### src/rtl/wmrs_pkg.sv
// Shared types and constants for the windowed mean / RMS / deviation block.
`default_nettype none

package wmrs_pkg;

  // Width of each result field
  localparam int unsigned OUT_W = 16;
  // Result tdata carries mean, rms and std
  localparam int unsigned OUT_TDATA_W = 3 * OUT_W;
  // Register file port
  localparam int unsigned APB_AW = 3;
  localparam int unsigned APB_DW = 32;

  // Register select, taken from paddr[2]
  localparam logic REG_WINDOW_START = 1'b0;
  localparam logic REG_WINDOW_STOP  = 1'b1;

  // Operations of the shared iterative unit
  typedef enum logic [1:0] {
    OP_MUL  = 2'd0,
    OP_DIV  = 2'd1,
    OP_SQRT = 2'd2
  } op_e;

  // Post-processing sequence, in execution order
  typedef enum logic [2:0] {
    STEP_MEAN = 3'd0,  // |sum| / n
    STEP_MSQ  = 3'd1,  // sumsq / n
    STEP_RMS  = 3'd2,  // sqrt of mean square
    STEP_P1   = 3'd3,  // n * sumsq
    STEP_P2   = 3'd4,  // |sum| * |sum|, subtract from n * sumsq
    STEP_NN   = 3'd5,  // n * n
    STEP_VAR  = 3'd6,  // numerator / (n * n)
    STEP_STD  = 3'd7   // sqrt of variance
  } step_e;

  // Controller to datapath commands
  typedef struct packed {
    logic  accum;     // sample transfer: count and accumulate
    logic  close;     // sample transfer carries tlast: capture and clear
    logic  start;     // launch the iterative unit for step
    step_e step;
    logic  load_out;  // load the output register
    logic  bad;       // invalid window: zero result, status set
  } cmd_t;

  // Datapath to controller status
  typedef struct packed {
    logic win_ok;     // captured window passes the range checks
    logic unit_done;  // iterative unit finished its operation
  } sts_t;

  function automatic step_e step_next(step_e s);
    step_e n;
    n = STEP_MEAN;
    unique case (s)
      STEP_MEAN: n = STEP_MSQ;
      STEP_MSQ:  n = STEP_RMS;
      STEP_RMS:  n = STEP_P1;
      STEP_P1:   n = STEP_P2;
      STEP_P2:   n = STEP_NN;
      STEP_NN:   n = STEP_VAR;
      STEP_VAR:  n = STEP_STD;
      STEP_STD:  n = STEP_MEAN;
      default:   n = STEP_MEAN;
    endcase
    return n;
  endfunction

endpackage

`default_nettype wire

### src/rtl/wmrs_iter.sv
// Shared iterative unit: shift-add multiply, restoring divide, digit square root.
`default_nettype none

module wmrs_iter #(
  parameter int unsigned UW = 64
) (
  input  wire logic            clk_i,
  input  wire logic            rst_ni,
  input  wire logic            start_i,
  input  wire wmrs_pkg::op_e   op_i,
  input  wire logic [UW-1:0]   a_i,
  input  wire logic [UW-1:0]   b_i,
  output logic                 done_o,
  output logic [UW-1:0]        res_o
);
  import wmrs_pkg::*;

  localparam int unsigned CW = $clog2(UW + 1);
  localparam logic [CW-1:0] MUL_N  = CW'(UW / 2);
  localparam logic [CW-1:0] DIV_N  = CW'(UW);
  localparam logic [CW-1:0] SQRT_N = CW'(UW / 2);

  logic          busy_q, busy_d;
  logic          done_q, done_d;
  logic [CW-1:0] cnt_q, cnt_d;
  op_e           op_q, op_d;
  logic [UW-1:0] x_q, x_d;      // multiplicand / dividend-quotient / radicand
  logic [UW-1:0] y_q, y_d;      // multiplier / divisor / root
  logic [UW-1:0] acc_q, acc_d;  // product / remainder

  logic [UW:0]   div_rem;
  logic [UW+1:0] div_diff;
  logic [UW+1:0] sq_rem;
  logic [UW+1:0] sq_trial;
  logic [UW+2:0] sq_diff;
  logic [UW-1:0] mul_sum;
  logic [CW-1:0] iter_n;

  // One step of each operation
  assign div_rem  = {acc_q, x_q[UW-1]};
  assign div_diff = {1'b0, div_rem} - {2'b00, y_q};
  assign sq_rem   = {acc_q, x_q[UW-1:UW-2]};
  assign sq_trial = {y_q, 2'b01};
  assign sq_diff  = {1'b0, sq_rem} - {1'b0, sq_trial};
  assign mul_sum  = acc_q + (y_q[0] ? x_q : '0);

  always_comb begin
    unique case (op_i)
      OP_MUL:  iter_n = MUL_N;
      OP_DIV:  iter_n = DIV_N;
      OP_SQRT: iter_n = SQRT_N;
      default: iter_n = MUL_N;
    endcase
  end

  // Sequence the iterations
  always_comb begin
    busy_d = busy_q;
    cnt_d  = cnt_q;
    op_d   = op_q;
    done_d = 1'b0;
    x_d    = x_q;
    y_d    = y_q;
    acc_d  = acc_q;
    if (start_i) begin
      busy_d = 1'b1;
      cnt_d  = iter_n;
      op_d   = op_i;
      x_d    = a_i;
      y_d    = (op_i == OP_SQRT) ? '0 : b_i;
      acc_d  = '0;
    end else if (busy_q) begin
      cnt_d = cnt_q - 1'b1;
      if (cnt_q == CW'(1)) begin
        busy_d = 1'b0;
        done_d = 1'b1;
      end
      unique case (op_q)
        OP_MUL: begin
          acc_d = mul_sum;
          x_d   = {x_q[UW-2:0], 1'b0};
          y_d   = {1'b0, y_q[UW-1:1]};
        end
        OP_DIV: begin
          acc_d = div_diff[UW+1] ? div_rem[UW-1:0] : div_diff[UW-1:0];
          x_d   = {x_q[UW-2:0], ~div_diff[UW+1]};
        end
        OP_SQRT: begin
          acc_d = sq_diff[UW+2] ? sq_rem[UW-1:0] : sq_diff[UW-1:0];
          y_d   = {y_q[UW-2:0], ~sq_diff[UW+2]};
          x_d   = {x_q[UW-3:0], 2'b00};
        end
        default: begin
          acc_d = acc_q;
        end
      endcase
    end
  end

  always_ff @(posedge clk_i or negedge rst_ni) begin
    if (!rst_ni) begin
      busy_q <= 1'b0;
      done_q <= 1'b0;
      cnt_q  <= '0;
      op_q   <= OP_MUL;
    end else begin
      busy_q <= busy_d;
      done_q <= done_d;
      cnt_q  <= cnt_d;
      op_q   <= op_d;
    end
  end

  always_ff @(posedge clk_i) begin
    x_q   <= x_d;
    y_q   <= y_d;
    acc_q <= acc_d;
  end

  // Pick the operand that ends up holding the answer
  always_comb begin
    unique case (op_q)
      OP_MUL:  res_o = acc_q;
      OP_DIV:  res_o = x_q;
      OP_SQRT: res_o = y_q;
      default: res_o = acc_q;
    endcase
  end

  assign done_o = done_q;

endmodule

`default_nettype wire

### src/rtl/wmrs_dp.sv
// Datapath: sample accumulators, window capture, post-processing and result registers.
`default_nettype none

module wmrs_dp #(
  parameter int unsigned SAMPLE_BITS = 16,
  parameter int unsigned INDEX_BITS  = 16
) (
  input  wire logic                        clk_i,
  input  wire logic                        rst_ni,
  input  wire wmrs_pkg::cmd_t              cmd_i,
  output wmrs_pkg::sts_t                   sts_o,
  input  wire logic [SAMPLE_BITS-1:0]      sample_i,
  input  wire logic [INDEX_BITS-1:0]       win_start_i,
  input  wire logic [INDEX_BITS-1:0]       win_stop_i,
  output logic [wmrs_pkg::OUT_W-1:0]       mean_o,
  output logic [wmrs_pkg::OUT_W-1:0]       rms_o,
  output logic [wmrs_pkg::OUT_W-1:0]       std_o,
  output logic                             status_o
);
  import wmrs_pkg::*;

  localparam int unsigned SB = SAMPLE_BITS;
  localparam int unsigned IB = INDEX_BITS;
  localparam int unsigned PW = IB + 1;               // position
  localparam int unsigned SW = SB + IB + 1;          // signed running sum
  localparam int unsigned QW = 2 * SB - 1 + IB;      // running sum of squares
  localparam int unsigned UW = 2 * SB + 2 * IB;      // iterative unit width

  // Running state
  logic [PW-1:0]   pos_q, pos_d, pos_inc;
  logic [SW-1:0]   sum_q, sum_d, sum_add;
  logic [QW-1:0]   sq_q, sq_d, sq_add;
  logic            in_win;
  logic [2*SB-1:0] sq_prod;

  // Captured waveform totals
  logic [PW-1:0]   cap_cnt_q;
  logic [SW-1:0]   cap_sum_q;
  logic [QW-1:0]   cap_sq_q;
  logic            cap_neg;
  logic [SW-1:0]   asum;
  logic [IB-1:0]   n_val;

  // Post-processing
  logic            u_start;
  op_e             u_op;
  logic [UW-1:0]   u_a, u_b, u_res;
  logic            u_done;
  step_e           run_step_q;
  logic [UW-1:0]   num_q;
  logic [OUT_W-1:0] mean_q, rms_q, std_q;
  logic [OUT_W-1:0] out_mean_q, out_rms_q, out_std_q;
  logic             out_status_q;

  // Window test and per-sample terms
  assign in_win  = (pos_q >= {1'b0, win_start_i}) && (pos_q < {1'b0, win_stop_i});
  assign pos_inc = (pos_q == {PW{1'b1}}) ? pos_q : pos_q + 1'b1;
  assign sq_prod = $signed(sample_i) * $signed(sample_i);
  assign sum_add = in_win ? sum_q + {{(SW-SB){sample_i[SB-1]}}, sample_i} : sum_q;
  assign sq_add  = in_win ? sq_q + {{(QW-2*SB+1){1'b0}}, sq_prod[2*SB-2:0]} : sq_q;

  // Advance on a sample transfer, clear after the last one
  always_comb begin
    pos_d = pos_q;
    sum_d = sum_q;
    sq_d  = sq_q;
    if (cmd_i.close) begin
      pos_d = '0;
      sum_d = '0;
      sq_d  = '0;
    end else if (cmd_i.accum) begin
      pos_d = pos_inc;
      sum_d = sum_add;
      sq_d  = sq_add;
    end
  end

  always_ff @(posedge clk_i or negedge rst_ni) begin
    if (!rst_ni) begin
      pos_q <= '0;
      sum_q <= '0;
      sq_q  <= '0;
    end else begin
      pos_q <= pos_d;
      sum_q <= sum_d;
      sq_q  <= sq_d;
    end
  end

  // Capture totals including the last sample
  always_ff @(posedge clk_i) begin
    if (cmd_i.close) begin
      cap_cnt_q <= pos_inc;
      cap_sum_q <= sum_add;
      cap_sq_q  <= sq_add;
    end
  end

  assign cap_neg = cap_sum_q[SW-1];
  assign asum    = cap_neg ? (~cap_sum_q + 1'b1) : cap_sum_q;
  assign n_val   = win_stop_i - win_start_i;

  assign sts_o.win_ok = ({1'b0, win_start_i} < cap_cnt_q) &&
                        ({1'b0, win_stop_i} < cap_cnt_q) &&
                        (win_start_i < win_stop_i);
  assign sts_o.unit_done = u_done;

  // Operands for each step
  always_comb begin
    u_op = OP_MUL;
    u_a  = '0;
    u_b  = '0;
    unique case (cmd_i.step)
      STEP_MEAN: begin
        u_op = OP_DIV;
        u_a  = UW'(asum);
        u_b  = UW'(n_val);
      end
      STEP_MSQ: begin
        u_op = OP_DIV;
        u_a  = UW'(cap_sq_q);
        u_b  = UW'(n_val);
      end
      STEP_RMS: begin
        u_op = OP_SQRT;
        u_a  = u_res;
      end
      STEP_P1: begin
        u_op = OP_MUL;
        u_a  = UW'(cap_sq_q);
        u_b  = UW'(n_val);
      end
      STEP_P2: begin
        u_op = OP_MUL;
        u_a  = UW'(asum);
        u_b  = UW'(asum);
      end
      STEP_NN: begin
        u_op = OP_MUL;
        u_a  = UW'(n_val);
        u_b  = UW'(n_val);
      end
      STEP_VAR: begin
        u_op = OP_DIV;
        u_a  = num_q;
        u_b  = u_res;
      end
      STEP_STD: begin
        u_op = OP_SQRT;
        u_a  = u_res;
      end
      default: begin
        u_op = OP_MUL;
      end
    endcase
  end

  assign u_start = cmd_i.start;

  wmrs_iter #(
    .UW(UW)
  ) u_iter (
    .clk_i  (clk_i),
    .rst_ni (rst_ni),
    .start_i(u_start),
    .op_i   (u_op),
    .a_i    (u_a),
    .b_i    (u_b),
    .done_o (u_done),
    .res_o  (u_res)
  );

  // Write back each finished step
  always_ff @(posedge clk_i) begin
    if (cmd_i.start) begin
      run_step_q <= cmd_i.step;
    end
    if (u_done) begin
      unique case (run_step_q)
        STEP_MEAN: mean_q <= cap_neg ? (~u_res[OUT_W-1:0] + 1'b1) : u_res[OUT_W-1:0];
        STEP_RMS:  rms_q  <= u_res[OUT_W-1:0];
        STEP_P1:   num_q  <= u_res;
        STEP_P2:   num_q  <= num_q - u_res;
        STEP_STD:  std_q  <= u_res[OUT_W-1:0];
        default:   num_q  <= num_q;
      endcase
    end
  end

  // Output register
  always_ff @(posedge clk_i) begin
    if (cmd_i.load_out) begin
      out_mean_q   <= cmd_i.bad ? '0 : mean_q;
      out_rms_q    <= cmd_i.bad ? '0 : rms_q;
      out_std_q    <= cmd_i.bad ? '0 : std_q;
      out_status_q <= cmd_i.bad;
    end
  end

  assign mean_o   = out_mean_q;
  assign rms_o    = out_rms_q;
  assign std_o    = out_std_q;
  assign status_o = out_status_q;

endmodule

`default_nettype wire

### src/rtl/wmrs_ctrl.sv
// Controller: sample intake, post-processing sequence and output handshake.
`default_nettype none

module wmrs_ctrl (
  input  wire logic            clk_i,
  input  wire logic            rst_ni,
  input  wire logic            s_tvalid_i,
  input  wire logic            s_tlast_i,
  output logic                 s_tready_o,
  output logic                 m_tvalid_o,
  input  wire logic            m_tready_i,
  input  wire wmrs_pkg::sts_t  sts_i,
  output wmrs_pkg::cmd_t       cmd_o
);
  import wmrs_pkg::*;

  localparam logic [1:0] ST_IDLE = 2'd0;  // take samples
  localparam logic [1:0] ST_CHK  = 2'd1;  // check captured window
  localparam logic [1:0] ST_RUN  = 2'd2;  // post-processing steps
  localparam logic [1:0] ST_OUT  = 2'd3;  // wait for a free output register

  logic [1:0] state_q, state_d;
  step_e      step_q, step_d;
  logic       bad_q, bad_d;
  logic       ovalid_q, ovalid_d;
  logic       accept;
  logic       out_free;

  assign s_tready_o = (state_q == ST_IDLE);
  assign accept     = s_tvalid_i && s_tready_o;
  assign out_free   = !ovalid_q || m_tready_i;

  always_comb begin
    state_d        = state_q;
    step_d         = step_q;
    bad_d          = bad_q;
    cmd_o          = '0;
    cmd_o.accum    = accept;
    cmd_o.close    = accept && s_tlast_i;
    cmd_o.step     = step_q;
    unique case (state_q)
      ST_IDLE: begin
        if (accept && s_tlast_i) begin
          state_d = ST_CHK;
        end
      end
      ST_CHK: begin
        if (sts_i.win_ok) begin
          cmd_o.start = 1'b1;
          cmd_o.step  = STEP_MEAN;
          step_d      = STEP_MEAN;
          bad_d       = 1'b0;
          state_d     = ST_RUN;
        end else begin
          bad_d   = 1'b1;
          state_d = ST_OUT;
        end
      end
      ST_RUN: begin
        if (sts_i.unit_done) begin
          if (step_q == STEP_STD) begin
            state_d = ST_OUT;
          end else begin
            cmd_o.start = 1'b1;
            cmd_o.step  = step_next(step_q);
            step_d      = step_next(step_q);
          end
        end
      end
      ST_OUT: begin
        if (out_free) begin
          cmd_o.load_out = 1'b1;
          cmd_o.bad      = bad_q;
          state_d        = ST_IDLE;
        end
      end
      default: begin
        state_d = ST_IDLE;
      end
    endcase
  end

  // Hold the result until the downstream transfer
  always_comb begin
    if (cmd_o.load_out) begin
      ovalid_d = 1'b1;
    end else if (m_tready_i) begin
      ovalid_d = 1'b0;
    end else begin
      ovalid_d = ovalid_q;
    end
  end

  always_ff @(posedge clk_i or negedge rst_ni) begin
    if (!rst_ni) begin
      state_q  <= ST_IDLE;
      step_q   <= STEP_MEAN;
      bad_q    <= 1'b0;
      ovalid_q <= 1'b0;
    end else begin
      state_q  <= state_d;
      step_q   <= step_d;
      bad_q    <= bad_d;
      ovalid_q <= ovalid_d;
    end
  end

  assign m_tvalid_o = ovalid_q;

endmodule

`default_nettype wire

### src/rtl/window_mean_rms_std_top.sv
// Top level: windowed mean, RMS and standard deviation of a sample stream.
// Samples are taken one per cycle; s_axis_tready drops after the tlast transfer.
// Results are worked out by one shared bit-serial multiply/divide/square-root unit
// of width UW = 2*(SAMPLE_BITS+INDEX_BITS); an invalid window skips the unit.
// Reset (rst_ni low, asynchronous) clears position, sums, window registers, state and valid.
`default_nettype none

module window_mean_rms_std_top #(
  parameter int unsigned SAMPLE_BITS = 16,
  parameter int unsigned INDEX_BITS  = 16
) (
  input  wire logic                                    clk_i,
  input  wire logic                                    rst_ni,
  // Sample stream
  input  wire logic                                    s_axis_tvalid,
  output logic                                         s_axis_tready,
  input  wire logic [((SAMPLE_BITS+7)/8)*8-1:0]        s_axis_tdata,  // sample
  input  wire logic                                    s_axis_tlast,  // last
  // Result stream
  output logic                                         m_axis_tvalid,
  input  wire logic                                    m_axis_tready,
  output logic [wmrs_pkg::OUT_TDATA_W-1:0]             m_axis_tdata,  // mean, rms, std
  output logic [0:0]                                   m_axis_tuser,  // status
  // Register port
  input  wire logic                                    psel,
  input  wire logic                                    penable,
  input  wire logic                                    pwrite,
  input  wire logic [wmrs_pkg::APB_AW-1:0]             paddr,
  input  wire logic [wmrs_pkg::APB_DW-1:0]             pwdata,
  output logic [wmrs_pkg::APB_DW-1:0]                  prdata,
  output logic                                         pready
);
  import wmrs_pkg::*;

  logic [INDEX_BITS-1:0] win_start_q;
  logic [INDEX_BITS-1:0] win_stop_q;
  logic                  cfg_wr;
  cmd_t                  cmd;
  sts_t                  sts;
  logic [OUT_W-1:0]      mean_val, rms_val, std_val;
  logic                  status_val;

  // Register writes and reads
  assign pready = 1'b1;
  assign cfg_wr = psel && penable && pwrite && pready;

  always_ff @(posedge clk_i or negedge rst_ni) begin
    if (!rst_ni) begin
      win_start_q <= '0;
      win_stop_q  <= '0;
    end else if (cfg_wr) begin
      if (paddr[2] == REG_WINDOW_START) begin
        win_start_q <= pwdata[INDEX_BITS-1:0];
      end else begin
        win_stop_q <= pwdata[INDEX_BITS-1:0];
      end
    end
  end

  assign prdata = (paddr[2] == REG_WINDOW_STOP) ? APB_DW'(win_stop_q) : APB_DW'(win_start_q);

  wmrs_ctrl u_ctrl (
    .clk_i      (clk_i),
    .rst_ni     (rst_ni),
    .s_tvalid_i (s_axis_tvalid),
    .s_tlast_i  (s_axis_tlast),
    .s_tready_o (s_axis_tready),
    .m_tvalid_o (m_axis_tvalid),
    .m_tready_i (m_axis_tready),
    .sts_i      (sts),
    .cmd_o      (cmd)
  );

  wmrs_dp #(
    .SAMPLE_BITS(SAMPLE_BITS),
    .INDEX_BITS (INDEX_BITS)
  ) u_dp (
    .clk_i      (clk_i),
    .rst_ni     (rst_ni),
    .cmd_i      (cmd),
    .sts_o      (sts),
    .sample_i   (s_axis_tdata[SAMPLE_BITS-1:0]),
    .win_start_i(win_start_q),
    .win_stop_i (win_stop_q),
    .mean_o     (mean_val),
    .rms_o      (rms_val),
    .std_o      (std_val),
    .status_o   (status_val)
  );

  assign m_axis_tdata = {std_val, rms_val, mean_val};
  assign m_axis_tuser = status_val;

endmodule

`default_nettype wire

### config.mk
export PLATFORM = sky130hd
export DESIGN_NAME = window_mean_rms_std_top
export DESIGN_NICKNAME = d
export VERILOG_FILES = /design/src/rtl/wmrs_pkg.sv /design/src/rtl/wmrs_iter.sv /design/src/rtl/wmrs_dp.sv /design/src/rtl/wmrs_ctrl.sv /design/src/rtl/window_mean_rms_std_top.sv
export SDC_FILE = /design/constraint.sdc
export NUM_CORES = 2
export LEC_CHECK = 0
export ABC_AREA = 1
export BUFFER_PORTS_ARGS = -buffer_cell sky130_fd_sc_hd__buf_2
export CAP_MARGIN = 20
export CORE_MARGIN = 4
export CORE_UTILIZATION = 45
export DETAILED_ROUTE_END_ITERATION = 8
export GPL_TIMING_DRIVEN = 0
export SLEW_MARGIN = 20
export SYNTH_ARGS = -nofsm -noshare
export SYNTH_HDL_FRONTEND = slang
export SYNTH_SLANG_ARGS = --single-unit
### constraint.sdc
create_clock -name clk_i -period 9.2 [get_ports clk_i]
set_input_delay 0.46 -clock clk_i [delete_from_list [all_inputs] [get_ports clk_i]]
set_output_delay 0.46 -clock clk_i [all_outputs]
set_load 0.02 [all_outputs]
==> qor.yml <==
cp_slowest_stage_delay_ns: 0.55
die_width_um: 389
htree_levels: 3
rsz0062_at_grt: "true"
synth_area_um2: 65400
initial_core_util_pct: 45.4
drt_iter0_markers: 6948
num_rows: 139
cts_tree: "built"
grt_use_total_pct: 37.8
clk-insertion-delay-late_ns: 0.70
mostFrequentLayoutCell: "nand2_1"
synth_area_leaders: "edfxtp_1, nand2_1, ha_1, inv_1, fa_1"
final_layout_size_suffix_gt1_share_pct: 4.45
vias: 67200
die_h_um: 389
worstMarginPinSlew_ns: 1.26
outcome: "finished clean"
synth_compound_area_share_pct: 17.2
crit_top_cell: "fa_1"
grt_pass1_wl_um: 424000
use_met3_pct: 5.77
synth_edf_count: 389
setup_ws_ns: 0.369
crit_start: "s_axis_tdata[7]"
slew-limit-headroom_pct: 16.3
grtUsageMet1_pct: 46.6
synth.area.mux_share_pct: 0
grt_max_degree: 84
clock_sinks: 600
rr_startpoint: "u_dp.u_iter.op_q[0]"
nFillCells: 14900
place_ws_ns: -1.01
detail-route-antenna-nets: 0
cts_max_path_buffers: 3
drv_slew: 0
wl_per_cell_um: 25.0
crit_family: "adder cells"
cp.buffers_inverters: 7
viasPerCell: 5.71
post-route-period-util_pct: 96.0
cp-end-kind: "flop"
die_area_um2: 151000
synth_cell_types: 59
cts_made_buffers: 76
ioPinCount: 143
fmax_mhz: 113
mostFrequentLayoutCells: "nand2_1, inv_1, nor2_1"
coreArea_um2: 144000
cts_setup_buffers: 0
dpl.hpwl_um: 250000
setup_violations: 0
drt-pass1-iter-count: 6
ys_seq_elements: 600
grt_busiest_layer: "met2"
route.detailed.drc: 0
clkTransAtPathRegs_ns: 0.07
reg2reg_slack_ns: 2.97
grt_pass1_vias: 65300
cts_root_buf: "clkbuf_16"
nets: 10600
cp.arrival_ns: 9.40
synth_top_family_by_area: "simple AND/OR/NAND/NOR gates"
yosys_warnings: 0
antenna_found_initial: 12
hold_start: "pwdata[0]"
ys_async_sr_fraction_pct: 24.5
grt_use_met2_pct: 61.3
synth_fa_ha_area_share_pct: 16.8
wl_um: 294000
yosys.area.top_type: "edfxtp_1"
hold_violations: 0
cp-start-kind: "primary input"
cp_max_fo: 10
synth.yosys.seq_area_share_pct: 25.5
area_growth_pct: 9.66
hold_path.class: "in -> reg"
tns_ns: 0
ys.flop_type: "edfxtp_1"
period_minus_slack_ns: 8.83
netlist_instances: 9561
globalRouteOverflowTotal: 0
yosysTopAreaCellShare_pct: 17.9
synthXorXnorAreaFrac_pct: 3.95
synth_area_per_cell_um2: 6.84
yosys.area_share.simple_pct: 25.0
slowest_stage: "fa_1"
gp_congestion: 1.07
max_cap_violations: 0
skew_ns: 0.0616
io_buffers: 106
critPathRequiredTime_ns: 9.77
worstSetupPathType: "in -> reg"
==> repair_timing <==
| action | CTS | global route |
|---|---|---|
| hold buffers | 2 | 0 |
| setup endpoints to repair | 15 | 42 |
| resized for setup | 3 | 35 |
| pin swaps | 0 | 0 |
| hold endpoints to repair | 65 | 0 |
==> cells by family after synthesis <==
kind of cell,after synthesis
adders and majority gates,737
buffers and inverters,1986
other,2
DFF,600
xor gates and xnor gates,295
and+or+nand+nor,3973
AOI/OAI and AO/OA,1968
==> routing by layer <==
| metal | part of all wire [%] | vias up |
|---|---|---|
| met1 | 39 | 31700 |
| met2 | 45 | 3038 |
| met3 | 7.8 | 724 |
| met5 | 0.037 | - |
| met4 | 8.0 | 4 |
| li1 | - | 31700 |
==> through the flow <==
| stage | hold WS (ns) | cells | util [%] | cell area [µm²] |
|---|---|---|---|---|
| 6_report | 0.0461 | 11800 | 49.8 | 71700 |
| 5_1_grt | 0.0475 | 11700 | 49.8 | 71600 |
| 4_1_cts | 0.00737 | 11800 | 49.7 | 71600 |
| 3_5_place_dp | 0.461 | 11600 | 47.8 | 68900 |
| 3_3_place_gp | 0.486 | 11600 | 47.4 | 68300 |
| 2_1_floorplan | 0.164 | 9576 | - | 65400 |
==> synth_stat cells (53+ instances only) <==
| master | number |
|---|---|
| clkbuf_1 | 208 |
| a31oi_1 | 75 |
| o22ai_1 | 55 |
| xor2_1 | 178 |
| fa_1 | 231 |
| dfrtp_1 | 147 |
| nor2_1 | 888 |
| nand4_1 | 95 |
| edfxtp_1 | 389 |
| a21o_1 | 53 |
| ha_1 | 506 |
| a21oi_1 | 601 |
| inv_1 | 1672 |
| nor3_1 | 85 |
| o21ai_0 | 783 |
| dfxtp_1 | 64 |
| o21bai_1 | 58 |
| nand3_1 | 469 |
| o211ai_1 | 104 |
| xnor2_1 | 117 |
| nand2_1 | 2280 |
==> worst register-to-register path, cell delays in order, from the launching register on <==
cell      delay [ns]
dfrtp_1         0.40
inv_1           0.10
ha_1            0.16
clkbuf_1        0.26
buf_2           0.28
buf_2           0.35
buf_1           0.71
nand2_1         0.20
o211ai_1        0.14
o21ai_0         0.28
ha_1            0.51
nand2_1         0.11
nor2_1          0.14
inv_1           0.12
nor2_1          0.15
nand3_1         0.08
o21ai_0         0.58
nand2_1         0.23
o21ai_0         0.64
nand2_1         0.17
nand2_1         0.10
nand2_1         0.05
nand3_1         0.06
o21ai_0         0.09
==> final timing paths <==
path,end,cells past startpoint
setup / recovery,u_dp.sq_q[39],34
hold / removal,win_stop_q[0],3
setup reg to reg,u_dp.num_q[55],23
hold reg to reg,u_dp.mean_o[13],2
max in group asynchronous,u_dp.sq_q[35],3
min in group asynchronous,win_start_q[13],2
==> registers in the layout, summed over array words and instances (netlist names), 17 cells and up <==
register,cells
u_dp.num_q,64
u_dp.u_iter.acc_q,64
u_dp.u_iter.x_q,64
u_dp.u_iter.y_q,64
u_dp.cap_sq_q,47
u_dp.sq_q,47
u_dp.cap_sum_q,33
u_dp.sum_q,33
u_dp.cap_cnt_q,17
u_dp.pos_q,17
==> area by class of cell <==
class,count,area [µm²],share of cell area [%]
multi-input cells,6990,41200,57.5
flip-flops and latches,600,16600,23.2
inverters,1686,6330,8.84
well taps,1903,2380,3.32
clock buffers,91,2060,2.88
plain buffers,294,1290,1.80
repair buffers,131,1020,1.43
clock inverters,51,681,0.950
diodes,7,17.5,0.0244
Power is not shown: default switching activity piles up to over one toggle a cycle in this logic, so the estimate is an artifact.
